`config.mk`:
```
export PLATFORM = sky130hd
export DESIGN_NAME = rpfa_front
export DESIGN_NICKNAME = d
export VERILOG_FILES = /design/src/hw/rtl/refcounted_page_frame_allocator_core_defines.svh /design/src/hw/rtl/rpfa_pkg.sv /design/src/hw/rtl/rpfa_front.sv
export SDC_FILE = /design/constraint.sdc
export NUM_CORES = 1
export LEC_CHECK = 0
export ABC_CLOCK_PERIOD_IN_PS = 2400
export BUFFER_PORTS_ARGS = -buffer_cell sky130_fd_sc_hd__buf_2
export CORE_MARGIN = 4
export CORE_UTILIZATION = 45
export DETAILED_ROUTE_END_ITERATION = 10
export PLACE_DENSITY = 0.78
export SLEW_MARGIN = 25
export SYNTH_ARGS = -nofsm -noshare
export SYNTH_HDL_FRONTEND = slang
export SYNTH_SLANG_ARGS = --single-unit
```
`constraint.sdc`:
```
create_clock -name clk_i -period 2.4 [get_ports clk_i]
set_input_delay 0.48 -clock clk_i [delete_from_list [all_inputs] [get_ports clk_i]]
set_output_delay 0.48 -clock clk_i [all_outputs]
set_load 0.02 [all_outputs]
```
`src/hw/rtl/refcounted_page_frame_allocator_core_defines.svh`:
```
// Assertion macros used by the allocator core.
`ifndef REFCOUNTED_PAGE_FRAME_ALLOCATOR_CORE_DEFINES_SVH
`define REFCOUNTED_PAGE_FRAME_ALLOCATOR_CORE_DEFINES_SVH

// Same-cycle implication, checked out of reset.
`define RPFA_ASSERT_NOW(label, clk, rst_n, ante, cons, msg) \
  label: assert property (@(posedge clk) disable iff (!rst_n) (ante) |-> (cons)) \
    else $error(msg);

// Next-cycle implication, checked out of reset.
`define RPFA_ASSERT_NEXT(label, clk, rst_n, ante, cons, msg) \
  label: assert property (@(posedge clk) disable iff (!rst_n) (ante) |=> (cons)) \
    else $error(msg);

`endif

```
`src/hw/rtl/rpfa_pkg.sv`:
```
package rpfa_pkg;

  // Geometry
  localparam int unsigned NUM_PAGES   = 32768;
  localparam int unsigned PAGE_SHIFT  = 12;
  localparam int unsigned BASE_PAGE   = 524288;
  localparam int unsigned COUNT_WIDTH = 16;

  // Port widths
  localparam int unsigned ADDR_W   = 32;
  localparam int unsigned FUNC_W   = 3;
  localparam int unsigned STATUS_W = 3;
  localparam int unsigned FREE_W   = 16;
  localparam int unsigned CFG_IDX_W = 1;

  // Derived widths
  localparam int unsigned IDX_W      = $clog2(NUM_PAGES);
  localparam int unsigned DEPTH_W    = $clog2(NUM_PAGES + 1);
  localparam int unsigned PN_W       = ADDR_W - PAGE_SHIFT;
  // wide enough for BASE_PAGE + NUM_PAGES and for a rounded-up page number
  localparam int unsigned FRAME_PN_W = 24;

  localparam logic [IDX_W-1:0]       LAST_IDX  = IDX_W'(NUM_PAGES - 1);
  localparam logic [DEPTH_W-1:0]     DEPTH_MAX = DEPTH_W'(NUM_PAGES);
  localparam logic [COUNT_WIDTH-1:0] CNT_MAX   = '1;
  localparam logic [FRAME_PN_W-1:0]  PN_LO     = FRAME_PN_W'(BASE_PAGE);
  localparam logic [FRAME_PN_W-1:0]  PN_HI     = FRAME_PN_W'(BASE_PAGE + NUM_PAGES);

  // Config reset values
  localparam logic [ADDR_W-1:0] KERNEL_END_RST = 32'h8000_0000;
  localparam logic [ADDR_W-1:0] PHYS_TOP_RST   = 32'h8800_0000;

  // Front-to-back queue
  localparam int unsigned QUEUE_DEPTH = 2;
  localparam int unsigned QPTR_W      = $clog2(QUEUE_DEPTH);
  localparam int unsigned QCNT_W      = $clog2(QUEUE_DEPTH + 1);

  typedef enum logic [FUNC_W-1:0] {
    FN_ALLOC      = 3'd0,
    FN_FREE       = 3'd1,
    FN_ADDREF     = 3'd2,
    FN_COPY_DEREF = 3'd3,
    FN_INIT       = 3'd4
  } func_e;

  typedef enum logic [STATUS_W-1:0] {
    STAT_OK       = 3'd0,
    STAT_OOM      = 3'd1,
    STAT_BAD_ADDR = 3'd2,
    STAT_NO_REF   = 3'd3,
    STAT_SAT      = 3'd4
  } status_e;

  typedef enum logic [CFG_IDX_W-1:0] {
    CFG_KERNEL_END = 1'b0,
    CFG_PHYS_TOP   = 1'b1
  } cfg_reg_e;

  typedef enum logic [2:0] {
    BK_CLEAR,
    BK_IDLE,
    BK_EXEC,
    BK_FIXUP,
    BK_INIT
  } bk_state_e;

  typedef struct packed {
    logic [ADDR_W-1:0] kernel_end;
    logic [ADDR_W-1:0] phys_top;
  } rpfa_cfg_t;

  typedef struct packed {
    func_e             func;
    logic [ADDR_W-1:0] page_addr;
    logic              addr_ok;
    logic [IDX_W-1:0]  idx;
  } rpfa_item_t;

  typedef struct packed {
    status_e           status;
    logic [ADDR_W-1:0] addr;
    logic              copy_needed;
    logic              page_freed;
    logic [FREE_W-1:0] free_pages;
  } rpfa_result_t;

  typedef struct packed {
    logic clearing;
  } rpfa_stat_t;

  // Byte address of a managed frame, truncated to the bus width.
  function automatic logic [ADDR_W-1:0] frame_addr(input logic [IDX_W-1:0] idx);
    logic [FRAME_PN_W-1:0]            pn;
    logic [FRAME_PN_W+PAGE_SHIFT-1:0] full;
    pn   = PN_LO + FRAME_PN_W'(idx);
    full = {pn, {PAGE_SHIFT{1'b0}}};
    return full[ADDR_W-1:0];
  endfunction

endpackage

```
`src/hw/rtl/rpfa_front.sv`:
```
module rpfa_front (
  input  logic                         clk_i,
  input  logic                         rst_ni,
  input  logic                         en_i,
  input  rpfa_pkg::rpfa_cfg_t          cfg_i,
  input  logic                         in_valid_i,
  output logic                         in_ready_o,
  input  logic [rpfa_pkg::FUNC_W-1:0]  func_i,
  input  logic [rpfa_pkg::ADDR_W-1:0]  page_addr_i,
  output logic                         item_valid_o,
  input  logic                         item_ready_i,
  output rpfa_pkg::rpfa_item_t         item_o
);

  import rpfa_pkg::*;

  logic                  valid_d, valid_q;
  rpfa_item_t            item_d, item_q;
  logic                  accept;
  logic [FRAME_PN_W-1:0] pn, offs;
  logic                  aligned, above_kernel, below_top, in_window;

  // Address classification
  assign pn           = FRAME_PN_W'(page_addr_i[ADDR_W-1:PAGE_SHIFT]);
  assign offs         = pn - PN_LO;
  assign aligned      = (page_addr_i[PAGE_SHIFT-1:0] == '0);
  assign above_kernel = (page_addr_i >= cfg_i.kernel_end);
  assign below_top    = (page_addr_i < cfg_i.phys_top);
  assign in_window    = (pn >= PN_LO) && (pn < PN_HI);

  assign in_ready_o = en_i && (!valid_q || item_ready_i);
  assign accept     = in_valid_i && in_ready_o;

  always_comb begin
    valid_d = valid_q;
    item_d  = item_q;
    if (accept) begin
      valid_d           = 1'b1;
      item_d.func       = func_e'(func_i);
      item_d.page_addr  = page_addr_i;
      item_d.addr_ok    = aligned && above_kernel && below_top && in_window;
      item_d.idx        = offs[IDX_W-1:0];
    end else if (item_ready_i) begin
      valid_d = 1'b0;
    end
  end

  always_ff @(posedge clk_i or negedge rst_ni) begin
    if (!rst_ni) begin
      valid_q <= 1'b0;
    end else begin
      valid_q <= valid_d;
    end
  end

  always_ff @(posedge clk_i) begin
    item_q <= item_d;
  end

  assign item_valid_o = valid_q;
  assign item_o       = item_q;

endmodule

```
==> run_summary.xml, run 1 <==
<?xml version="1.0" encoding="UTF-8"?>
<metrics>
  <group name="outcome">
    <metric name="outcome" unit="">completed</metric>
  </group>
  <group name="synth">
    <metric name="ys_warn_count" unit="">0</metric>
    <metric name="postSynthNetCount" unit="">453</metric>
    <metric name="postSynthCellCount" unit="">286</metric>
    <metric name="syn_area" unit="mm²">0.00286</metric>
    <metric name="synth_async_sr_flop_share" unit="">0.0270</metric>
    <metric name="postSynthRegisterBits" unit="">37</metric>
    <metric name="fraction_of_the_yosys_area_taken_by_sequential_cells" unit="">0.387</metric>
    <metric name="synthFlopType" unit="">edfxtp_1</metric>
    <metric name="post_synthesis_average_cell_area" unit="µm²">9.99</metric>
    <metric name="yosys-top-cells-area" unit="">edfxtp_1 38%, ha_1 28%, inv_1 8.5%, buf_4 3.9%, a21oi_1 3.7%</metric>
    <metric name="synth_largest_type_area_fraction" unit="">0.378</metric>
    <metric name="yosys.cell_count.top_type" unit="">inv_1</metric>
    <metric name="post-synth-top-area-cell" unit="">edfxtp_1</metric>
    <metric name="synth_common_cells" unit="">65 x inv_1, 63 x ha_1, 36 x edfxtp_1, 21 x a21oi_1, 15 x buf_4</metric>
    <metric name="number_of_flops_mapped_to_enable_cells_by_yosys" unit="">36</metric>
    <metric name="yosys.cell_types.count" unit="">32</metric>
  </group>
  <group name="routing">
    <metric name="dr.max_layer_used" unit="">met4</metric>
    <metric name="drtPass1Iterations" unit="">4</metric>
    <metric name="remaining_drc_errors" unit="">0</metric>
    <metric name="met2_wirelength" unit="mm">3.72</metric>
    <metric name="routed_wire_length_per_instance" unit="µm">14.2</metric>
    <metric name="detail_route.wirelength" unit="mm">7.30</metric>
    <metric name="vias_per_cell" unit="">4.92</metric>
    <metric name="met1_length" unit="mm">3.01</metric>
    <metric name="number_of_vias_after_detailed_routing" unit="">2532</metric>
    <metric name="drt_iter0_markers" unit="">43</metric>
    <metric name="route.met3.wl" unit="µm">480</metric>
    <metric name="antenna_left" unit="">0</metric>
  </group>
  <group name="floorplanning">
    <metric name="io_pins" unit="">157</metric>
    <metric name="die_h" unit="µm">87.7</metric>
    <metric name="fp.dieW" unit="µm">87.7</metric>
    <metric name="placeableCoreArea" unit="mm²">0.00603</metric>
    <metric name="core.rowCount" unit="">28</metric>
    <metric name="floorplan.initialDensity" unit="">0.474</metric>
    <metric name="die-area" unit="mm²">0.00769</metric>
  </group>
  <group name="setup_path">
    <metric name="path_max_fanout" unit="">4</metric>
    <metric name="critical_path_arrival" unit="ns">2.17</metric>
    <metric name="startpoint_type" unit="">input port</metric>
    <metric name="worst-setup-path-type" unit="">input port to register</metric>
    <metric name="nature_of_the_critical_path_endpoint" unit="">register</metric>
    <metric name="regToRegSetupSlack" unit="ns">0.80</metric>
    <metric name="critPathRequiredTime" unit="ns">2.43</metric>
  </group>
  <group name="placed_design">
    <metric name="placement.cell_area" unit="mm²">0.00365</metric>
    <metric name="detailedPlace.worstSlack" unit="ns">-0.0356</metric>
    <metric name="gp_routability_congestion" unit="">0.872</metric>
    <metric name="dp_hpwl" unit="mm">6.41</metric>
    <metric name="placement.io_buffers" unit="">156</metric>
  </group>
  <group name="timing">
    <metric name="finalSetupViolations" unit="">0</metric>
    <metric name="final_hold_viol_count" unit="">0</metric>
    <metric name="timing_worst_slew_pin_value" unit="ns">0.442</metric>
    <metric name="grt_setup_unrepaired" unit="">no</metric>
    <metric name="max-slew-margin-rel" unit="">0.698</metric>
    <metric name="finalWorstPathRequiredPeriod" unit="ns">2.15</metric>
    <metric name="finalWorstSetupSlack" unit="ns">0.253</metric>
    <metric name="fin_skew" unit="ns">0.0112</metric>
    <metric name="max_clock_freq" unit="GHz">0.466</metric>
    <metric name="finalCritPeriodShare" unit="">0.895</metric>
    <metric name="maxSlewViolCount" unit="">0</metric>
  </group>
  <group name="cells_and_area">
    <metric name="synthToLayoutAreaGrowth" unit="%">32.8</metric>
    <metric name="filler_cell_count" unit="">530</metric>
    <metric name="diodes" unit="">0</metric>
    <metric name="count_of_nets_after_finishing" unit="">606</metric>
    <metric name="layout-drive-gt1-share" unit="">0.389</metric>
    <metric name="final_instance_area" unit="mm²">0.00379</metric>
  </group>
  <group name="clock_network">
    <metric name="cts.repair_timing.setup_buffer_count" unit="">0</metric>
    <metric name="max-clock-path-buffers" unit="">2</metric>
    <metric name="tritoncts" unit="">done</metric>
    <metric name="cts.reportedPaths.clkPinSlew" unit="ns">0.08</metric>
    <metric name="clock-sinks" unit="">37</metric>
    <metric name="clock_insertion_delay_worst_skew" unit="ns">0.29</metric>
    <metric name="cts_root_buf" unit="">clkbuf_8</metric>
    <metric name="htree_num_levels" unit="">2</metric>
    <metric name="cts_buffers" unit="">5</metric>
    <metric name="ctsResizeCount" unit="">0</metric>
  </group>
  <group name="job">
    <metric name="timing.max_cap.violations" unit="">0</metric>
  </group>
  <group name="grt">
    <metric name="grt_overflow_total" unit="">0</metric>
    <metric name="grt_pass1_wl" unit="mm">11.2</metric>
    <metric name="grt_start_max_net_pins" unit="">16</metric>
    <metric name="via_count_of_the_first_global_routing_pass" unit="">2527</metric>
    <metric name="total_routing_usage_reported_by_global_routing" unit="">0.184</metric>
    <metric name="initial_antenna_violation_count" unit="">0</metric>
  </group>
  <group name="worst_hold_path">
    <metric name="hold_path_class" unit="">input port to register</metric>
  </group>
  <group name="power_and_ir_drop">
    <metric name="p_per_area" unit="mW/mm²">490</metric>
    <metric name="cellLeakagePower" unit="nW">2.06</metric>
    <metric name="max-vdd-ir-drop" unit="µV">407</metric>
  </group>
</metrics>
## sequential cells by signal (all words and copies together), names as in the netlist
name          count
item_valid_o      1
item_o           36
## per-stage QoR
| step | hold slack, ns | cells | power [mW] | util | TNS, ns |
|---|---|---|---|---|---|
| CTS | 0.356 | 515 | 1.87 | 0.629 | 0 |
| floorplan | 0.184 | 286 | 1.03 | - | 0 |
| global placement | 0.255 | 506 | 1.20 | 0.605 | -0.0384 |
| detailed placement | 0.256 | 506 | 1.22 | 0.605 | -0.0356 |
| finish | 0.365 | 515 | 1.86 | 0.629 | 0 |
| global route | 0.342 | 515 | 1.97 | 0.629 | 0 |
## power breakdown
group | internal (mW) | switching [mW] | total [mW]
combinational | 0.197 | 0.251 | 0.448
sequential | 0.743 | 0.00819 | 0.751
clock | 0.413 | 0.247 | 0.661
total | 1.35 | 0.507 | 1.86
## worst paths after layout
path | endpoint | cells after the start | from
max in group asynchronous | item_valid_o | 2 | rst_ni
min reg2reg | item_valid_o | 2 | item_valid_o
max | item_o[15] | 9 | page_addr_i[0]
min | item_o[49] | 1 | func_i[1]
min in group asynchronous | item_valid_o | 2 | rst_ni
max reg2reg | item_o[37] | 5 | item_valid_o
## cell families (layout without fill, tap and decap cells)
logic type | Yosys count | count (layout) | synth area share
flip-flops | 37 | 37 | 0.387
buffers and inverters | 80 | 234 | 0.125
AND/OR/NAND/NOR | 60 | 60 | 0.113
adder cells (fa/ha/maj) | 63 | 63 | 0.276
AO/OA/AOI/OAI | 46 | 46 | 0.0990
## cells in the final DEF, fill, tap and decap left out, types with 2 or more instances in the layout
cell | synthesis | layout
nand4_1 | 12 | 12
nand2b_1 | 4 | 4
nand3_1 | 3 | 3
clkbuf_8 | 0 | 5
a21o_1 | 3 | 3
a211oi_1 | 3 | 3
o21ai_1 | 3 | 3
nor3_1 | 4 | 4
ha_1 | 63 | 63
nand2_1 | 14 | 14
inv_1 | 65 | 65
a21oi_1 | 21 | 21
nor2b_1 | 2 | 2
buf_4 | 15 | 4
bufinv_16 | 0 | 2
buf_2 | 0 | 156
nor2_1 | 10 | 10
a2111oi_0 | 2 | 2
nor4_1 | 5 | 5
edfxtp_1 | 36 | 36
o21ai_0 | 7 | 7
## layout make-up
class,count,area (µm²),share of cell area
repair buffers,161,821,0.216
flip-flops and latches,37,1110,0.292
well taps,75,93.8,0.0247
multi-input cells,169,1390,0.368
clock inverters,3,65.1,0.0172
clock buffers,5,68.8,0.0181
inverters,65,244,0.0643
## routing by layer
layer | vias up | global-route usage
li1 | 1300 | -
met1 | 1136 | 0.233
met2 | 87 | 0.327
met3 | 9 | 0.0254
met4 | 0 | 0.0530
met5 | - | 0
## critical path: stages
cell,delay [ns]
buf_2,0.11
inv_1,0.04
ha_1,0.25
nand2b_1,0.13
a2111oi_0,0.44
buf_4,0.19
a2111oi_2,0.03
o41ai_1,0.38
a211oi_1,0.12
## repair_timing
item                                    CTS  global route
endpoints found under the hold margin     1             0
endpoints found under the setup margin    0             0
hold buffers                              1             0
Power figures use the tool's default switching activity.
==> run 2, diff against run 1 <==
==> constraint.sdc (replaced) <==
create_clock -name clk_i -period 2.4 [get_ports clk_i]
set_input_delay 0.12 -clock clk_i [delete_from_list [all_inputs] [get_ports clk_i]]
set_output_delay 0.12 -clock clk_i [all_outputs]
set_load 0.02 [all_outputs]
==> run 2 against run 1 <==
Register-to-register slack better by 0.09 ns. Combinational power barely moved. Fmax grew 25%. Largest cell class unchanged. Final cell count decreased by 0.19%. Non-clock buffer count shrank 1. Sequential power barely moved. Sequential share of layout area about the same. Clock-buffer cell count unchanged. Critical endpoint unchanged. Critical path depth fell by 1. Cell area is essentially flat. Flip-flop and latch count stayed put. Die area unchanged.
==> run_summary.xml, run 2 (same netlist as run 1, synthesis figures left out) <==
<?xml version="1.0" encoding="UTF-8"?>
<metrics>
  <group name="outcome">
    <metric name="outcome" unit="">completed</metric>
  </group>
  <group name="setup_path">
    <metric name="max_stage_delay" unit="ns">0.53</metric>
    <metric name="path_max_fanout" unit="">4</metric>
    <metric name="worst-setup-path-type" unit="">input port to register</metric>
    <metric name="startpoint_type" unit="">input port</metric>
    <metric name="critical-path-slowest-cell" unit="">a2111oi_0</metric>
    <metric name="critical_path.cell_chain" unit="">buf_2 -&gt; inv_1 -&gt; ha_1 -&gt; nand2b_1 -&gt; a2111oi_0 -&gt; a2111oi_2 -&gt; o41ai_1 -&gt; a211oi_1</metric>
    <metric name="path_depth" unit="">8</metric>
    <metric name="worst_r2r_path_depth" unit="">5</metric>
    <metric name="worstReg2RegEnd" unit="">item_o[44]</metric>
    <metric name="regToRegSetupSlack" unit="ns">0.89</metric>
    <metric name="critical_path_arrival" unit="ns">1.75</metric>
    <metric name="critical_path_buf_inv_count" unit="">2</metric>
    <metric name="r2r_start" unit="">item_valid_o</metric>
    <metric name="setup.worst_path.start" unit="">page_addr_i[0]</metric>
    <metric name="setup.worst_path.end" unit="">item_o[15]</metric>
    <metric name="critPathRequiredTime" unit="ns">2.43</metric>
    <metric name="worst_path_dominant_cell_family" unit="">compound AO/OA/AOI/OAI gates</metric>
    <metric name="nature_of_the_critical_path_endpoint" unit="">register</metric>
  </group>
  <group name="power_and_ir_drop">
    <metric name="cellLeakagePower" unit="nW">2.06</metric>
    <metric name="max-vdd-ir-drop" unit="µV">277</metric>
    <metric name="power.total" unit="mW">1.85</metric>
    <metric name="p_per_area" unit="mW/mm²">487</metric>
  </group>
  <group name="timing">
    <metric name="finalSetupViolations" unit="">0</metric>
    <metric name="timing_worst_slew_pin_value" unit="ns">0.570</metric>
    <metric name="finalWorstPathRequiredPeriod" unit="ns">1.71</metric>
    <metric name="finalWorstSetupSlack" unit="ns">0.685</metric>
    <metric name="max_clock_freq" unit="GHz">0.583</metric>
    <metric name="grt_setup_unrepaired" unit="">no</metric>
    <metric name="worst_hold_slack" unit="ns">0.0120</metric>
    <metric name="fin_skew" unit="ns">0.00366</metric>
    <metric name="max-slew-margin-rel" unit="">0.610</metric>
    <metric name="setup_tns" unit="ns">0</metric>
    <metric name="final_hold_viol_count" unit="">0</metric>
    <metric name="finalCritPeriodShare" unit="">0.715</metric>
    <metric name="maxSlewViolCount" unit="">0</metric>
  </group>
  <group name="cells_and_area">
    <metric name="filler_cell_count" unit="">525</metric>
    <metric name="largest_register_ffs" unit="">36</metric>
    <metric name="synthToLayoutAreaGrowth" unit="%">32.7</metric>
    <metric name="diodes" unit="">0</metric>
    <metric name="multi_input_comb_area" unit="mm²">0.00139</metric>
    <metric name="layout-drive-gt1-share" unit="">0.383</metric>
    <metric name="most-common-layout-cells" unit="">156 x buf_2, 65 x inv_1, 63 x ha_1</metric>
    <metric name="ff_latch_area" unit="mm²">0.00111</metric>
    <metric name="most_common_cell_after_layout_fill_and_taps_aside" unit="">buf_2</metric>
    <metric name="count_of_nets_after_finishing" unit="">605</metric>
  </group>
  <group name="routing">
    <metric name="number_of_vias_after_detailed_routing" unit="">2535</metric>
    <metric name="drt_iter0_markers" unit="">31</metric>
    <metric name="routed_wire_length_per_instance" unit="µm">14.4</metric>
    <metric name="drtPass1Iterations" unit="">4</metric>
    <metric name="vias_per_cell" unit="">4.93</metric>
    <metric name="antenna_left" unit="">0</metric>
    <metric name="detail_route.wirelength" unit="mm">7.41</metric>
    <metric name="remaining_drc_errors" unit="">0</metric>
  </group>
  <group name="floorplanning">
    <metric name="die_h" unit="µm">87.7</metric>
    <metric name="fp.dieW" unit="µm">87.7</metric>
    <metric name="floorplan.initialDensity" unit="">0.474</metric>
    <metric name="io_pins" unit="">157</metric>
    <metric name="core.rowCount" unit="">28</metric>
    <metric name="placeableCoreArea" unit="mm²">0.00603</metric>
    <metric name="die-area" unit="mm²">0.00769</metric>
  </group>
  <group name="worst_hold_path">
    <metric name="hold_path_class" unit="">input port to register</metric>
    <metric name="hold_depth" unit="">1</metric>
  </group>
  <group name="placed_design">
    <metric name="placement.io_buffers" unit="">156</metric>
    <metric name="dp_hpwl" unit="mm">6.30</metric>
    <metric name="detailedPlace.worstSlack" unit="ns">0.386</metric>
    <metric name="gp_routability_congestion" unit="">0.878</metric>
  </group>
  <group name="clock_network">
    <metric name="clock-sinks" unit="">37</metric>
    <metric name="clock_insertion_delay_worst_skew" unit="ns">0.29</metric>
    <metric name="cts_root_buf" unit="">clkbuf_8</metric>
    <metric name="cts.reportedPaths.clkPinSlew" unit="ns">0.08</metric>
    <metric name="ctsResizeCount" unit="">0</metric>
    <metric name="htree_num_levels" unit="">2</metric>
    <metric name="cts_buffers" unit="">5</metric>
    <metric name="max-clock-path-buffers" unit="">2</metric>
    <metric name="tritoncts" unit="">done</metric>
  </group>
  <group name="grt">
    <metric name="grt_overflow_total" unit="">0</metric>
    <metric name="grt_pass1_wl" unit="mm">11.2</metric>
    <metric name="via_count_of_the_first_global_routing_pass" unit="">2561</metric>
    <metric name="grt_start_max_net_pins" unit="">37</metric>
    <metric name="total_routing_usage_reported_by_global_routing" unit="">0.185</metric>
    <metric name="initial_antenna_violation_count" unit="">0</metric>
  </group>
  <group name="job">
    <metric name="timing.max_cap.violations" unit="">0</metric>
  </group>
</metrics>
run 2: cell count changes in the layout (fill, tap and decap cells not counted), sizes merged:
cell | before | now
dlygate4sd3 | 1 | 3
buf | 160 | 157
run 2: timing repair:
item | CTS | global route
endpoints found under the hold margin | 2 | 1
setup endpoints to repair | 0 | 0
buffers inserted | 0 | 0
hold buffers | 2 | 1
run 2: report_power, final:
group / leakage [nW] / switching, mW / total, mW / internal [mW]
registers: 0.348 / 0.00820 / 0.751 / 0.743
logic: 1.64 / 0.252 / 0.446 / 0.194
clock network: 0.0681 / 0.236 / 0.649 / 0.413
total: 2.06 / 0.496 / 1.85 / 1.35
run 2: worst min-delay path by stage:
| stage | from | to | slack, ns |
|---|---|---|---|
| 6_report | func_i[2] | item_o[50] | 0.01 |
| 5_1_grt | func_i[2] | item_o[50] | 0.001 |
| 4_1_cts | func_i[2] | item_o[50] | 0.007 |
| 3_5_place_dp | rst_ni | item_valid_o | -0.10 |
| 3_3_place_gp | rst_ni | item_valid_o | -0.11 |
| 2_1_floorplan | rst_ni | item_valid_o | -0.18 |
run 2: final cells by class:
| cell class | instances | share of cell area |
|---|---|---|
| clock buffers | 5 | 0.0182 |
| clock inverters | 3 | 0.0172 |
| inverters | 65 | 0.0644 |
| multi-input cells | 169 | 0.368 |
| flip-flops and latches | 37 | 0.292 |
| well taps | 75 | 0.0248 |
| repair buffers | 160 | 0.216 |
run 2: layer usage:
metal	wire, µm	GRT usage
met2	3670	0.321
met1	3060	0.223
met4	180	0.0767
met3	491	0.0376
met5	0	0
run 2: through the flow:
stage                     area, µm²   util  cells
after floorplan                2860      -    286
after global placement         3630  0.602    503
after detailed placement       3630  0.602    503
after CTS                      3780  0.627    513
after global routing           3790  0.629    514
final                          3790  0.629    514
