## src/hw/rtl/refcounted_page_frame_allocator_core_defines.svh

```systemverilog
// Assertion macros used by the allocator core.
`ifndef REFCOUNTED_PAGE_FRAME_ALLOCATOR_CORE_DEFINES_SVH
`define REFCOUNTED_PAGE_FRAME_ALLOCATOR_CORE_DEFINES_SVH

// Same-cycle implication, checked out of reset.
`define RPFA_ASSERT_NOW(label, clk, rst_n, ante, cons, msg) \
  label: assert property (@(posedge clk) disable iff (!rst_n) (ante) |-> (cons)) \
    else $error(msg);

// Next-cycle implication, checked out of reset.
`define RPFA_ASSERT_NEXT(label, clk, rst_n, ante, cons, msg) \
  label: assert property (@(posedge clk) disable iff (!rst_n) (ante) |=> (cons)) \
    else $error(msg);

`endif

```

## src/hw/rtl/rpfa_pkg.sv

```systemverilog
package rpfa_pkg;

  // Geometry
  localparam int unsigned NUM_PAGES   = 32768;
  localparam int unsigned PAGE_SHIFT  = 12;
  localparam int unsigned BASE_PAGE   = 524288;
  localparam int unsigned COUNT_WIDTH = 16;

  // Port widths
  localparam int unsigned ADDR_W   = 32;
  localparam int unsigned FUNC_W   = 3;
  localparam int unsigned STATUS_W = 3;
  localparam int unsigned FREE_W   = 16;
  localparam int unsigned CFG_IDX_W = 1;

  // Derived widths
  localparam int unsigned IDX_W      = $clog2(NUM_PAGES);
  localparam int unsigned DEPTH_W    = $clog2(NUM_PAGES + 1);
  localparam int unsigned PN_W       = ADDR_W - PAGE_SHIFT;
  // wide enough for BASE_PAGE + NUM_PAGES and for a rounded-up page number
  localparam int unsigned FRAME_PN_W = 24;

  localparam logic [IDX_W-1:0]       LAST_IDX  = IDX_W'(NUM_PAGES - 1);
  localparam logic [DEPTH_W-1:0]     DEPTH_MAX = DEPTH_W'(NUM_PAGES);
  localparam logic [COUNT_WIDTH-1:0] CNT_MAX   = '1;
  localparam logic [FRAME_PN_W-1:0]  PN_LO     = FRAME_PN_W'(BASE_PAGE);
  localparam logic [FRAME_PN_W-1:0]  PN_HI     = FRAME_PN_W'(BASE_PAGE + NUM_PAGES);

  // Config reset values
  localparam logic [ADDR_W-1:0] KERNEL_END_RST = 32'h8000_0000;
  localparam logic [ADDR_W-1:0] PHYS_TOP_RST   = 32'h8800_0000;

  // Front-to-back queue
  localparam int unsigned QUEUE_DEPTH = 2;
  localparam int unsigned QPTR_W      = $clog2(QUEUE_DEPTH);
  localparam int unsigned QCNT_W      = $clog2(QUEUE_DEPTH + 1);

  typedef enum logic [FUNC_W-1:0] {
    FN_ALLOC      = 3'd0,
    FN_FREE       = 3'd1,
    FN_ADDREF     = 3'd2,
    FN_COPY_DEREF = 3'd3,
    FN_INIT       = 3'd4
  } func_e;

  typedef enum logic [STATUS_W-1:0] {
    STAT_OK       = 3'd0,
    STAT_OOM      = 3'd1,
    STAT_BAD_ADDR = 3'd2,
    STAT_NO_REF   = 3'd3,
    STAT_SAT      = 3'd4
  } status_e;

  typedef enum logic [CFG_IDX_W-1:0] {
    CFG_KERNEL_END = 1'b0,
    CFG_PHYS_TOP   = 1'b1
  } cfg_reg_e;

  typedef enum logic [2:0] {
    BK_CLEAR,
    BK_IDLE,
    BK_EXEC,
    BK_FIXUP,
    BK_INIT
  } bk_state_e;

  typedef struct packed {
    logic [ADDR_W-1:0] kernel_end;
    logic [ADDR_W-1:0] phys_top;
  } rpfa_cfg_t;

  typedef struct packed {
    func_e             func;
    logic [ADDR_W-1:0] page_addr;
    logic              addr_ok;
    logic [IDX_W-1:0]  idx;
  } rpfa_item_t;

  typedef struct packed {
    status_e           status;
    logic [ADDR_W-1:0] addr;
    logic              copy_needed;
    logic              page_freed;
    logic [FREE_W-1:0] free_pages;
  } rpfa_result_t;

  typedef struct packed {
    logic clearing;
  } rpfa_stat_t;

  // Byte address of a managed frame, truncated to the bus width.
  function automatic logic [ADDR_W-1:0] frame_addr(input logic [IDX_W-1:0] idx);
    logic [FRAME_PN_W-1:0]            pn;
    logic [FRAME_PN_W+PAGE_SHIFT-1:0] full;
    pn   = PN_LO + FRAME_PN_W'(idx);
    full = {pn, {PAGE_SHIFT{1'b0}}};
    return full[ADDR_W-1:0];
  endfunction

endpackage

```

## src/hw/rtl/rpfa_queue.sv

```systemverilog
module rpfa_queue (
  input  logic                 clk_i,
  input  logic                 rst_ni,
  input  logic                 push_valid_i,
  output logic                 push_ready_o,
  input  rpfa_pkg::rpfa_item_t push_item_i,
  output logic                 pop_valid_o,
  input  logic                 pop_ready_i,
  output rpfa_pkg::rpfa_item_t pop_item_o
);

  import rpfa_pkg::*;

  rpfa_item_t        mem_q [QUEUE_DEPTH];
  logic [QPTR_W-1:0] wr_ptr_d, wr_ptr_q, rd_ptr_d, rd_ptr_q;
  logic [QCNT_W-1:0] cnt_d, cnt_q;
  logic              push, pop;

  assign push_ready_o = (cnt_q != QCNT_W'(QUEUE_DEPTH));
  assign pop_valid_o  = (cnt_q != '0);
  assign push         = push_valid_i && push_ready_o;
  assign pop          = pop_valid_o && pop_ready_i;
  assign pop_item_o   = mem_q[rd_ptr_q];

  always_comb begin
    wr_ptr_d = wr_ptr_q;
    rd_ptr_d = rd_ptr_q;
    cnt_d    = cnt_q;
    if (push) begin
      wr_ptr_d = (wr_ptr_q == QPTR_W'(QUEUE_DEPTH - 1)) ? '0 : wr_ptr_q + QPTR_W'(1);
    end
    if (pop) begin
      rd_ptr_d = (rd_ptr_q == QPTR_W'(QUEUE_DEPTH - 1)) ? '0 : rd_ptr_q + QPTR_W'(1);
    end
    if (push && !pop) begin
      cnt_d = cnt_q + QCNT_W'(1);
    end else if (pop && !push) begin
      cnt_d = cnt_q - QCNT_W'(1);
    end
  end

  always_ff @(posedge clk_i or negedge rst_ni) begin
    if (!rst_ni) begin
      wr_ptr_q <= '0;
      rd_ptr_q <= '0;
      cnt_q    <= '0;
    end else begin
      wr_ptr_q <= wr_ptr_d;
      rd_ptr_q <= rd_ptr_d;
      cnt_q    <= cnt_d;
    end
  end

  always_ff @(posedge clk_i) begin
    if (push) begin
      mem_q[wr_ptr_q] <= push_item_i;
    end
  end

endmodule

```

## config.mk

```make
export PLATFORM = sky130hd
export DESIGN_NAME = rpfa_queue
export DESIGN_NICKNAME = d
export VERILOG_FILES = /design/src/hw/rtl/refcounted_page_frame_allocator_core_defines.svh /design/src/hw/rtl/rpfa_pkg.sv /design/src/hw/rtl/rpfa_queue.sv
export SDC_FILE = /design/constraint.sdc
export NUM_CORES = 1
export LEC_CHECK = 0
export ABC_AREA = 0
export BUFFER_PORTS_ARGS = -buffer_cell sky130_fd_sc_hd__buf_4
export CAP_MARGIN = 0
export CORE_UTILIZATION = 52
export DETAILED_ROUTE_END_ITERATION = 10
export GPL_ROUTABILITY_DRIVEN = 0
export PLACE_DENSITY = 0.85
export SLEW_MARGIN = 20
export SYNTH_ARGS = -nofsm -noshare
export SYNTH_HDL_FRONTEND = slang
export SYNTH_SLANG_ARGS = --single-unit
```

## constraint.sdc

```tcl
create_clock -name clk_i -period 3.7 [get_ports clk_i]
set_clock_uncertainty 0.1 [all_clocks]
set_input_delay 0.185 -clock clk_i [delete_from_list [all_inputs] [get_ports clk_i]]
set_output_delay 0.185 -clock clk_i [all_outputs]
set_load 0.02 [all_outputs]
```

==> summary.md, run 1 <==
| Metric | Value |
|---|---|
| Static leakage | `2.32 nW` |
| First-pass GRT wire length | `10800 microns` |
| Achievable Freq | `432 MHz` |
| Status | `completed` |
| Port bufs | `~110` |
| NumNets Final | `roughly 400` |
| First drt pass iteration count | `6` |
| DRT iter0 DRCs | `85` |
| Via count | `2156` |
| Slowest-stage cell, CP | `dfrtp_4` |
| Synth top area share | `0.742` |
| Vias per std cell | `4.80` |
| Crit path kind | `reg -> out` |
| Mapped Cells | `between 150 and 200` |
| Starting Density | `0.537` |
| CP top delay family | `flip-flops` |
| Congestion Overflow GR | `0` |
| Worst Hold Class | `in -> async` |
| M1 GR Usage | `0.199` |
| Worst-path clk slew | `0.09 ns` |
| Antenna cells | `0` |
| Area growth from synthesis to layout | `39.4%` |
| CTS tree | `done` |
| Fin util | `0.749` |
| PD cells | `756 mW/mm^2` |
| Net Count, Synth | `233` |
| CTS sink cnt | `106` |
| Worst vdd ir | `0.000599 V` |
| H-tree depth | `3` |
| Post-synth EDFFs | `between 100 and 150` |
| Die height | `just over 90 microns` |
| Max-slew headroom | `0.362` |
| Final antenna-violating net count | `0` |
| Largest net degree at the start of global routing | `53` |
| Critical path arrival | `about 2 ns` |
| # rows | `32` |
| GRT Util Overall | `0.175` |
| Fill cells | `480` |
| DR WL/cell | `15.7 microns` |
| Main synth FF type | `edfxtp_1` |
| Post-synth top area cell | `edfxtp_1` |
| Initial antenna violation count | `0` |
| Ranking of synthesized cells by area | `edfxtp_1 74%, mux2_4 18%, buf_12 2.4%, dfrtp_1 2.4%, xnor2_1 0.64%` |
| Final WL | `around 7000 microns` |
| Slew @ Worst Pin | `around 0.96 ns` |
| Syn. warnings | `0` |
| Core footprint | `~0.0077 sq mm` |
| FFs w/ async S/R, synth | `0.0377` |
| Number of global-route vias before repair | `2255` |
| Number of buffers created by CTS | `9` |
| Startpoint types | `flip-flop` |
| Clock buffer depth | `2` |
| Post-cts gate resize count | `0` |
| Critical-path cell list | `mux2_2 -> buf_4` |
| Most frequent cell after synthesis | `edfxtp_1` |
| RSZ-0062 raised after global routing | `no` |
| Avg Synthesized Cell Area | `around 23 sq um` |
| Final Hold Fails | `0` |
| Period minus WS final | `~2.3 ns` |
| CP max FO | `52` |
| Die area | `0.00830 sq mm` |
| Largest stage delay, worst path | `around 1.1 ns` |
| Chip width | `just over 90 microns` |
| Root buf cell | `clkbuf_8` |
| Share of cells above drive strength 1 | `0.510` |
| Grt met2 use | `0.319` |
| Layer with the highest usage | `met2` |
| Met3 usage | `0.0419` |
| Remaining routing DRC violations | `0` |
| Setup_tns | `0 ns` |
| I/O pins | `around 110` |
| Worst skew pair latency | `~0.34 ns` |
| Max Cap Viol | `0` |
| Worst Setup End Kind | `primary output` |
| Netlist cell types | `15` |
| # setup viols final | `0` |
| Seq/Total Area, Yosys | `0.767` |
| Final Slew Violations | `0` |
| Worst path required time | `3.41 ns` |
| Top post-synthesis cells by count | `102 x edfxtp_1, 49 x mux2_4, 5 x buf_12` |
| Netlist Area Pre-Place | `0.00413 sq mm` |
| Critical path buffers and inverters | `1` |
| Final worst path period share | `0.626` |
| Post-synthesis register bit count | `106` |
-- state kept, by name, indices dropped and copies added (netlist names) --
name      flops
wr_ptr_q      1
cnt_q         2
mem_q       102
rd_ptr_q      1
-- logic make-up after synthesis --
logic type	Yosys count	synth area share
flops	106	0.767
mux	51	0.184
buf+inv	7	0.0279
simple gates	7	0.00819
xor+xnor	5	0.0106
fa+ha+maj	1	0.00303
-- cell usage in the layout (no fill, tap or decap), drive strengths merged --
| cell type | n |
|---|---|
| ha | 1 |
| nand2 | 2 |
| or2 | 1 |
| and3 | 1 |
| bufinv | 4 |
| clkinvlp | 1 |
| edfxtp | 102 |
| nand2b | 1 |
| xor2 | 2 |
| dfrtp | 4 |
| xnor2 | 3 |
| nor2 | 2 |
| clkbuf | 9 |
| buf | 108 |
| inv | 2 |
| dlygate4sd3 | 52 |
| mux2 | 51 |
| clkinv | 1 |
-- layout make-up --
type	count	area, sq um	area share
sequential	106	3170	0.550
inverter	1	3.75	0.000652
multi-input combinational	64	861	0.150
clock inverter	7	140	0.0244
clock buffer	9	124	0.0215
tap	102	128	0.0222
timing repair buffer	160	1330	0.231
-- final timing paths --
check / startpoint / endpoint / slack, ns / cells past startpoint
hold / removal: rst_ni / cnt_q[0] / 0.06 / 2
setup / recovery: rd_ptr_q / pop_item_o[30] / 1.38 / 2
hold reg to reg: cnt_q[1] / cnt_q[1] / 0.40 / 1
min in group clk_i: pop_ready_i / rd_ptr_q / 0.06 / 3
max in group asynchronous: rst_ni / rd_ptr_q / 3.33 / 2
setup reg to reg: cnt_q[0] / mem_q[0][21] / 1.75 / 4
-- power by group --
part	switching (mW)	internal, mW	total [mW]
clock network	0.379	0.518	0.897
registers	0.230	1.65	1.88
logic	0.718	0.859	1.58
-- repair_timing --
item                      in CTS  in global routing
buffers inserted               0                  0
hold endpoints to repair     106                  0
hold buffers                  52                  0
-- per-stage QoR --
stage               cells  power (mW)  area (sq um)  setup WS (ns)  hold slack [ns]
finish                449        4.35          5750           1.38           0.0563
global route          449        4.52          5750           1.29           0.0343
CTS                   449        4.39          5750           1.34           0.0277
detailed placement    381        3.45          4970           1.73           -0.114
global placement      381        3.41          4970           1.64           -0.117
floorplan             177        2.99          4130          0.202           -0.211
-- metal layers --
| layer | part of all wire | up-vias |
|---|---|---|
| met2 | 0.54 | 72 |
| met1 | 0.40 | 1060 |
| met5 | 0 | - |
| met4 | 0.0098 | 0 |
| met3 | 0.056 | 7 |
| li1 | - | 1017 |
No activity file was read; power rests on OpenSTA's default activity.
==> run 2: changes to the inputs <==
--- a/config.mk
+++ b/config.mk
@@ -5,13 +5,13 @@
 export SDC_FILE = /design/constraint.sdc
 export NUM_CORES = 1
 export LEC_CHECK = 0
-export ABC_AREA = 0
+export ABC_AREA = 1
 export BUFFER_PORTS_ARGS = -buffer_cell sky130_fd_sc_hd__buf_4
 export CAP_MARGIN = 0
-export CORE_UTILIZATION = 52
+export CORE_UTILIZATION = 47
 export DETAILED_ROUTE_END_ITERATION = 10
 export GPL_ROUTABILITY_DRIVEN = 0
-export PLACE_DENSITY = 0.85
+export PLACE_DENSITY = 0.81
 export SLEW_MARGIN = 20
 export SYNTH_ARGS = -nofsm -noshare
 export SYNTH_HDL_FRONTEND = slang
==> constraint.sdc (replaced) <==
create_clock -name clk_i -period 1.9 [get_ports clk_i]
set_clock_uncertainty 0.1 [all_clocks]
set_input_delay 0.095 -clock clk_i [delete_from_list [all_inputs] [get_ports clk_i]]
set_output_delay 0.095 -clock clk_i [all_outputs]
set_load 0.02 [all_outputs]
==> summary.md, run 2 <==
| Metric | Value |
|---|---|
| DP Area | `0.00494 sq mm (-0.63%)` |
| Startpoint types | `flip-flop` |
| Most frequent cells in the layout | `140 x nand2_1, 112 x buf_4, 102 x edfxtp_1, 55 x dlygate4sd3_1, 21 x nand2_2` |
| Fill cells | `558 (+16%)` |
| Status | `completed` |
| Main synth FF type | `edfxtp_1` |
| Fin util | `0.688 (-0.0608)` |
| Net Count, Synth | `351 (+51%)` |
| Netlist cell types | `16 (+1)` |
| Most frequent cell after synthesis | `nand2_1` |
| GRT Util Overall | `0.182 (+0.00645)` |
| Number of global-route vias before repair | `2574 (+14%)` |
| Biggest regs | `mem_q x102, cnt_q x2` |
| Overall Power | `8.10 mW (+86%)` |
| Avg Synthesized Cell Area | `13.7 sq um (-41%)` |
| Max Cap Viol | `0 (unchanged)` |
| Worst vdd ir | `0.000813 V (+36%)` |
| Ranking of synthesized cells by area | `edfxtp_1 76%, nand2_1 13%, nand2_2 3.6%, dfrtp_1 2.5%, buf_6 1.4%` |
| Mapped Cells | `295 (+67%)` |
| Netlist Area Pre-Place | `0.00405 sq mm (-1.9%)` |
| Period minus WS final | `1.79 ns` |
| First-pass GRT wire length | `11900 microns (+11%)` |
| Number of buffers created by CTS | `9 (unchanged)` |
| Critical path arrival | `1.59 ns (-0.44 ns)` |
| DR WL/cell | `13.6 microns (-13%)` |
| Max-slew headroom | `0.746 (+0.384)` |
| Share of cells above drive strength 1 | `0.335 (-0.175)` |
| Commonest non-fill, non-tap cell in the layout | `nand2_1` |
| Min setup slack post-route | `0.113 ns (-1.27 ns)` |
| Seq/Total Area, Yosys | `0.782 (+0.0152)` |
| Post-synthesis register bit count | `106 (unchanged)` |
| Root buf cell | `clkbuf_8` |
| PD cells | `1430 mW/mm^2 (+89%)` |
| Antenna cells | `0 (unchanged)` |
| CTS tree | `done` |
| Largest register FFs | `102 (unchanged)` |
| Post-route cell area | `0.00568 sq mm (-1.3%)` |
| R2R Path Start | `cnt_q[0]` |
| Crit path kind | `reg -> out` |
| Top post-synthesis cells by count | `140 x nand2_1, 102 x edfxtp_1, 23 x nand2_2` |
| Via count | `2683 (+24%)` |
| Worst-path clk slew | `0.10 ns (about the same)` |
| Final Slew Violations | `0 (unchanged)` |
| Syn. warnings | `0 (unchanged)` |
| Post-synthesis mux area share | `0 (-0.184)` |
| Die area | `0.00898 sq mm (+8.3%)` |
| Footprint of the multi-input gates | `748 sq um (-13%)` |
| CTS sink cnt | `106 (unchanged)` |
| Starting Density | `0.490 (-0.0468)` |
| H-tree depth | `3 (unchanged)` |
| Clock buffer depth | `2 (unchanged)` |
| Synthesized-area fraction occupied by adder cells | `0.00309 (+0.0000600)` |
| DRT iter0 DRCs | `94 (+11%)` |
| Remaining routing DRC violations | `0 (unchanged)` |
| Port bufs | `107 (unchanged)` |
| Worst Hold Class | `in -> reg` |
| Chip width | `94.8 microns (+4.1%)` |
| Initial antenna violation count | `0 (unchanged)` |
| Largest net degree at the start of global routing | `53 (unchanged)` |
| CP Launch Point | `rd_ptr_q` |
| Synth top area share | `0.757 (+0.0147)` |
| Pre-CTS setup slack | `0.363 ns (-1.37 ns)` |
| Worst skew pair latency | `0.35 ns (about the same)` |
| XOR/XNOR share of the synthesized area | `0.00433 (-0.00628)` |
| Die height | `94.8 microns (+4.1%)` |
| Post-synth EDFFs | `102 (unchanged)` |
| First drt pass iteration count | `4 (-2)` |
| Setup repair bufs after CTS | `0 (unchanged)` |
| Slew @ Worst Pin | `0.381 ns (-0.576 ns)` |
| Largest family of logic cells by synthesized area | `simple AND/OR/NAND/NOR gates` |
| Simple-gate share of the synthesized area | `0.171 (+0.163)` |
| I/O pins | `108 (unchanged)` |
| Critical-path cell list | `buf_4 -> nand2_1 -> nand2_1 -> buf_4` |
| # setup viols final | `0 (unchanged)` |
| Most flop-heavy register | `mem_q` |
| Slowest-stage cell, CP | `dfrtp_4` |
| Synth Area in Compound Gates | `0 (unchanged)` |
| Final antenna-violating net count | `0 (unchanged)` |
| Largest stage delay, worst path | `0.62 ns (-0.45 ns)` |
| Final worst path period share | `0.941` |
| Post-synth top area cell | `edfxtp_1` |
| Static leakage | `2.42 nW (+4.3%)` |
| Worst Setup End Kind | `primary output` |
| Achievable Freq | `559 MHz` |
| Hold Worst Slack | `0.357 ns (+0.300 ns)` |
| CP top delay family | `flip-flops` |
| RSZ-0062 raised after global routing | `no` |
| FFs w/ async S/R, synth | `0.0377 (unchanged)` |
| Hold path startpoint | `push_item_i[32]` |
| DP HPWL | `4490 microns` |
| Worst path required time | `1.70 ns (-1.71 ns)` |
| Register area | `0.00317 sq mm (unchanged)` |
| Vias per std cell | `4.68 (-2.5%)` |
| Critical path buffers and inverters | `2 (+1)` |
| NumNets Final | `519 (+30%)` |
| Final WL | `7820 microns (+11%)` |
| CP max FO | `19 (-63%)` |
| Congestion Overflow GR | `0 (unchanged)` |
| Final Hold Fails | `0 (unchanged)` |
| Area growth from synthesis to layout | `40.4%` |
| Core footprint | `0.00826 sq mm (+7.4%)` |
| # rows | `33 (+3.1%)` |
==> run 2: cell count changes after synthesis, moves of 2 or more <==
cell     change
nand2_1    +138
mux2_4      -49
nand2_2     +23
buf_4        +4
buf_6        +4
inv_1        +4
buf_12       -3
mux2_2       -2
nand3_1      +2
xnor2_1      -2
==> run 2: logic make-up (layout without fill, tap and decap cells) <==
family / count (synthesis) / in the layout
simple gates: 168 / 168
flops: 106 / 106
buf+inv: 18 / 191
xor+xnor: 2 / 2
fa+ha+maj: 1 / 1
==> run 2: area by class of cell <==
class	count	share of cell area
clock buffers	9	0.0218
flip-flops and latches	106	0.558
inverters	7	0.00749
clock inverters	7	0.00969
well taps	105	0.0231
repair buffers	168	0.249
multi-input cells	171	0.132
==> run 2: where the power goes <==
group	total [mW]	switching (mW)	leakage (nW)	internal [mW]
clock network	1.24	0.754	0.0858	0.486
registers	3.44	0.243	0.996	3.20
logic	3.42	2.12	1.33	1.30
==> run 2: final timing paths <==
check,endpoint,slack [ns],cells after the start
setup reg to reg,cnt_q[1],0.35,9
hold reg to reg,cnt_q[0],0.44,1
min in group asynchronous,cnt_q[0],0.54,3
hold / removal,mem_q[1][32],0.36,2
setup / recovery,pop_item_o[10],0.11,4
max in group asynchronous,rd_ptr_q,0.94,3
==> run 2: timing repair <==
item | 4_1_cts | 5_1_grt
endpoints found under the setup margin | 0 | 9
hold buffers | 55 | 0
endpoints found under the hold margin | 108 | 0
gates resized for setup | 0 | 3
==> run 2: per-stage QoR <==
stage | std cells | TNS, ns
after global placement | 502 | 0
after global routing | 573 | 0
after CTS | 573 | 0
after detailed placement | 502 | 0
after floorplan | 295 | -0.673
final | 573 | 0
==> run 2: per-layer routing <==
metal	track usage	vias to the layer above	wire [microns]	part of all wire
li1	-	1319	-	-
met3	0.0378	20	436	0.056
met1	0.194	1240	2970	0.38
met5	0	-	0	0
met4	0.0947	0	192	0.025
met2	0.335	104	4230	0.54
==> run 3: changes to the inputs <==
--- a/config.mk
+++ b/config.mk
@@ -8,10 +8,11 @@
 export ABC_AREA = 1
 export BUFFER_PORTS_ARGS = -buffer_cell sky130_fd_sc_hd__buf_4
 export CAP_MARGIN = 0
-export CORE_UTILIZATION = 47
+export CORE_UTILIZATION = 45
 export DETAILED_ROUTE_END_ITERATION = 10
 export GPL_ROUTABILITY_DRIVEN = 0
-export PLACE_DENSITY = 0.81
+export GPL_TIMING_DRIVEN = 0
+export PLACE_DENSITY = 0.79
 export SLEW_MARGIN = 20
 export SYNTH_ARGS = -nofsm -noshare
 export SYNTH_HDL_FRONTEND = slang
==> summary.md, run 3 (synthesis gave the netlist of run 2 again) <==
| Metric | Value |
|---|---|
| Status | `completed` |
| CP Launch Point | `cnt_q[0]` |
| Reg2reg end | `mem_q[0][15]` |
| I/O pins | `108 (unchanged)` |
| Biggest regs | `mem_q x102, cnt_q x2` |
| Number of buffers created by CTS | `9 (unchanged)` |
| Chip width | `96.8 microns (+2.2%)` |
| Overall Power | `8.62 mW (+6.4%)` |
| Final antenna-violating net count | `0 (unchanged)` |
| FF-to-FF setup slack | `0.12 ns (-0.23 ns)` |
| Remaining routing DRC violations | `0 (unchanged)` |
| Setup_tns | `0 ns (unchanged)` |
| Area growth from synthesis to layout | `44.9%` |
| Achievable Freq | `563 MHz (+0.65%)` |
| First drt pass iteration count | `4 (unchanged)` |
| Final WL | `7870 microns (+0.63%)` |
| DRT iter0 DRCs | `152 (+62%)` |
| Vias per std cell | `4.52 (-3.5%)` |
| Starting Density | `0.464 (-0.0260)` |
| Via count | `2639 (-1.6%)` |
| Crit path kind | `reg -> reg` |
| R2R Path Start | `cnt_q[0]` |
| Worst path required time | `1.85 ns (+0.15 ns)` |
| PD cells | `1470 mW/mm^2 (+3.0%)` |
| Post-cts gate resize count | `0 (unchanged)` |
| Reg2reg path depth | `5 (-4)` |
| Static leakage | `2.51 nW (+4.0%)` |
| Max-slew headroom | `0.604 (-0.142)` |
| CP max FO | `23 (+4)` |
| Clock buffer depth | `2 (unchanged)` |
| Critical path arrival | `1.73 ns (+0.14 ns)` |
| CTS sink cnt | `106 (unchanged)` |
| CTS tree | `done` |
| DP HPWL | `5060 microns (+13%)` |
| Root buf cell | `clkbuf_8` |
| RSZ-0062 raised after global routing | `no` |
| Pre-CTS setup slack | `0.106 ns (-0.256 ns)` |
| Antenna cells | `0 (unchanged)` |
| H-tree depth | `3 (unchanged)` |
| End of the critical path | `mem_q[0][15]` |
| Period minus WS final | `1.78 ns (-0.0116 ns)` |
| Die height | `96.8 microns (+2.2%)` |
| Worst Setup End Kind | `flip-flop` |
| Final Hold Fails | `0 (unchanged)` |
| Final worst path period share | `0.935 (-0.00611)` |
| Congestion Overflow GR | `0 (unchanged)` |
| Port bufs | `107 (unchanged)` |
| Largest net degree at the start of global routing | `24 (-55%)` |
| First-pass GRT wire length | `13200 microns (+11%)` |
| Worst-path clk slew | `0.09 ns (about the same)` |
| Max Cap Viol | `0 (unchanged)` |
| Slew @ Worst Pin | `0.593 ns (+0.212 ns)` |
| Worst vdd ir | `0.000796 V (-2.1%)` |
| # rows | `34 (+3.0%)` |
| DR WL/cell | `13.5 microns (-1.3%)` |
| Most flop-heavy register | `mem_q` |
| Min setup slack post-route | `0.124 ns (+0.0116 ns)` |
| Worst Hold Class | `in -> reg` |
| Fill cells | `606 (+8.6%)` |
| Share of cells above drive strength 1 | `0.342 (+0.00697)` |
| # setup viols final | `0 (unchanged)` |
| Core footprint | `0.00872 sq mm (+5.6%)` |
| Worst skew pair latency | `0.35 ns (about the same)` |
| NumNets Final | `528 (+1.7%)` |
| Number of global-route vias before repair | `2814 (+9.3%)` |
| Die area | `0.00938 sq mm (+4.4%)` |
| Most frequent cells in the layout | `140 x nand2_1, 111 x buf_4, 102 x edfxtp_1, 55 x dlygate4sd3_1, 21 x nand2_2` |
| Commonest non-fill, non-tap cell in the layout | `nand2_1` |
| Largest register FFs | `102 (unchanged)` |
| Initial antenna violation count | `0 (unchanged)` |
| Startpoint types | `flip-flop` |
| GRT Util Overall | `0.179 (-0.00312)` |
| Final Slew Violations | `0 (unchanged)` |
==> run 3: cell count changes in the layout (fill, tap and decap cells not counted), moves of 2 or more <==
cell        change
buf_16          +3
buf_6           +5
bufinv_16       +2
clkinv_4        -2
clkinvlp_4      -2
==> run 3: what timing repair did <==
action | CTS | global route
hold buffers | 55 | 0
endpoints found under the hold margin | 108 | 0
buffers inserted | 0 | 0
==> run 3: power breakdown <==
group / total, mW / switching (mW) / internal, mW / leakage (nW)
clock: 1.42 / 0.688 / 0.729 / 0.106
sequential: 3.35 / 0.157 / 3.19 / 0.997
combinational: 3.86 / 2.27 / 1.59 / 1.41
total: 8.62 / 3.11 / 5.51 / 2.51
==> run 3: per-stage QoR <==
step	std cells	hold slack (ns)	util	instance area, sq um
after floorplan	295	-0.301	-	4070
after global placement	510	-0.207	0.574	5010
after detailed placement	514	-0.206	0.586	5110
after CTS	584	0.345	0.672	5860
after global routing	584	0.356	0.672	5860
final	584	0.369	0.672	5860
==> run 3: cell type report <==
type / count / area [sq um] / area share
multi-input combinational: 171 / 748 / 0.128
inverter: 7 / 33.8 / 0.00576
clock buffer: 9 / 124 / 0.0211
clock inverter: 6 / 82.6 / 0.0141
timing repair buffer: 166 / 1450 / 0.247
tap: 108 / 135 / 0.0230
sequential: 106 / 3160 / 0.539
buffer: 11 / 126 / 0.0215
==> run 3: worst max-delay path, cell delays in order, from the launching register on <==
cell     delay (ns)
dfrtp_1        0.41
inv_2          0.08
nand2_4        0.07
nand2_4        0.07
nor2_4         0.49
buf_16         0.25
==> run 3: worst min-delay path by stage <==
stage	start	end	slack, ns	cells past startpoint
final	push_item_i[9]	mem_q[1][9]	0.37	2
after global routing	push_item_i[43]	mem_q[0][43]	0.36	2
after CTS	push_item_i[35]	mem_q[0][35]	0.34	2
after detailed placement	rst_ni	wr_ptr_q	-0.21	1
after global placement	rst_ni	wr_ptr_q	-0.21	1
after floorplan	rst_ni	cnt_q[0]	-0.30	0
==> run 3: routing by layer <==
layer,GRT usage,routed length (microns),up-vias
li1,-,-,1337
met1,0.201,3120,1224
met2,0.331,4330,67
met3,0.0383,312,11
met4,0.0643,98,0
met5,0,0,-
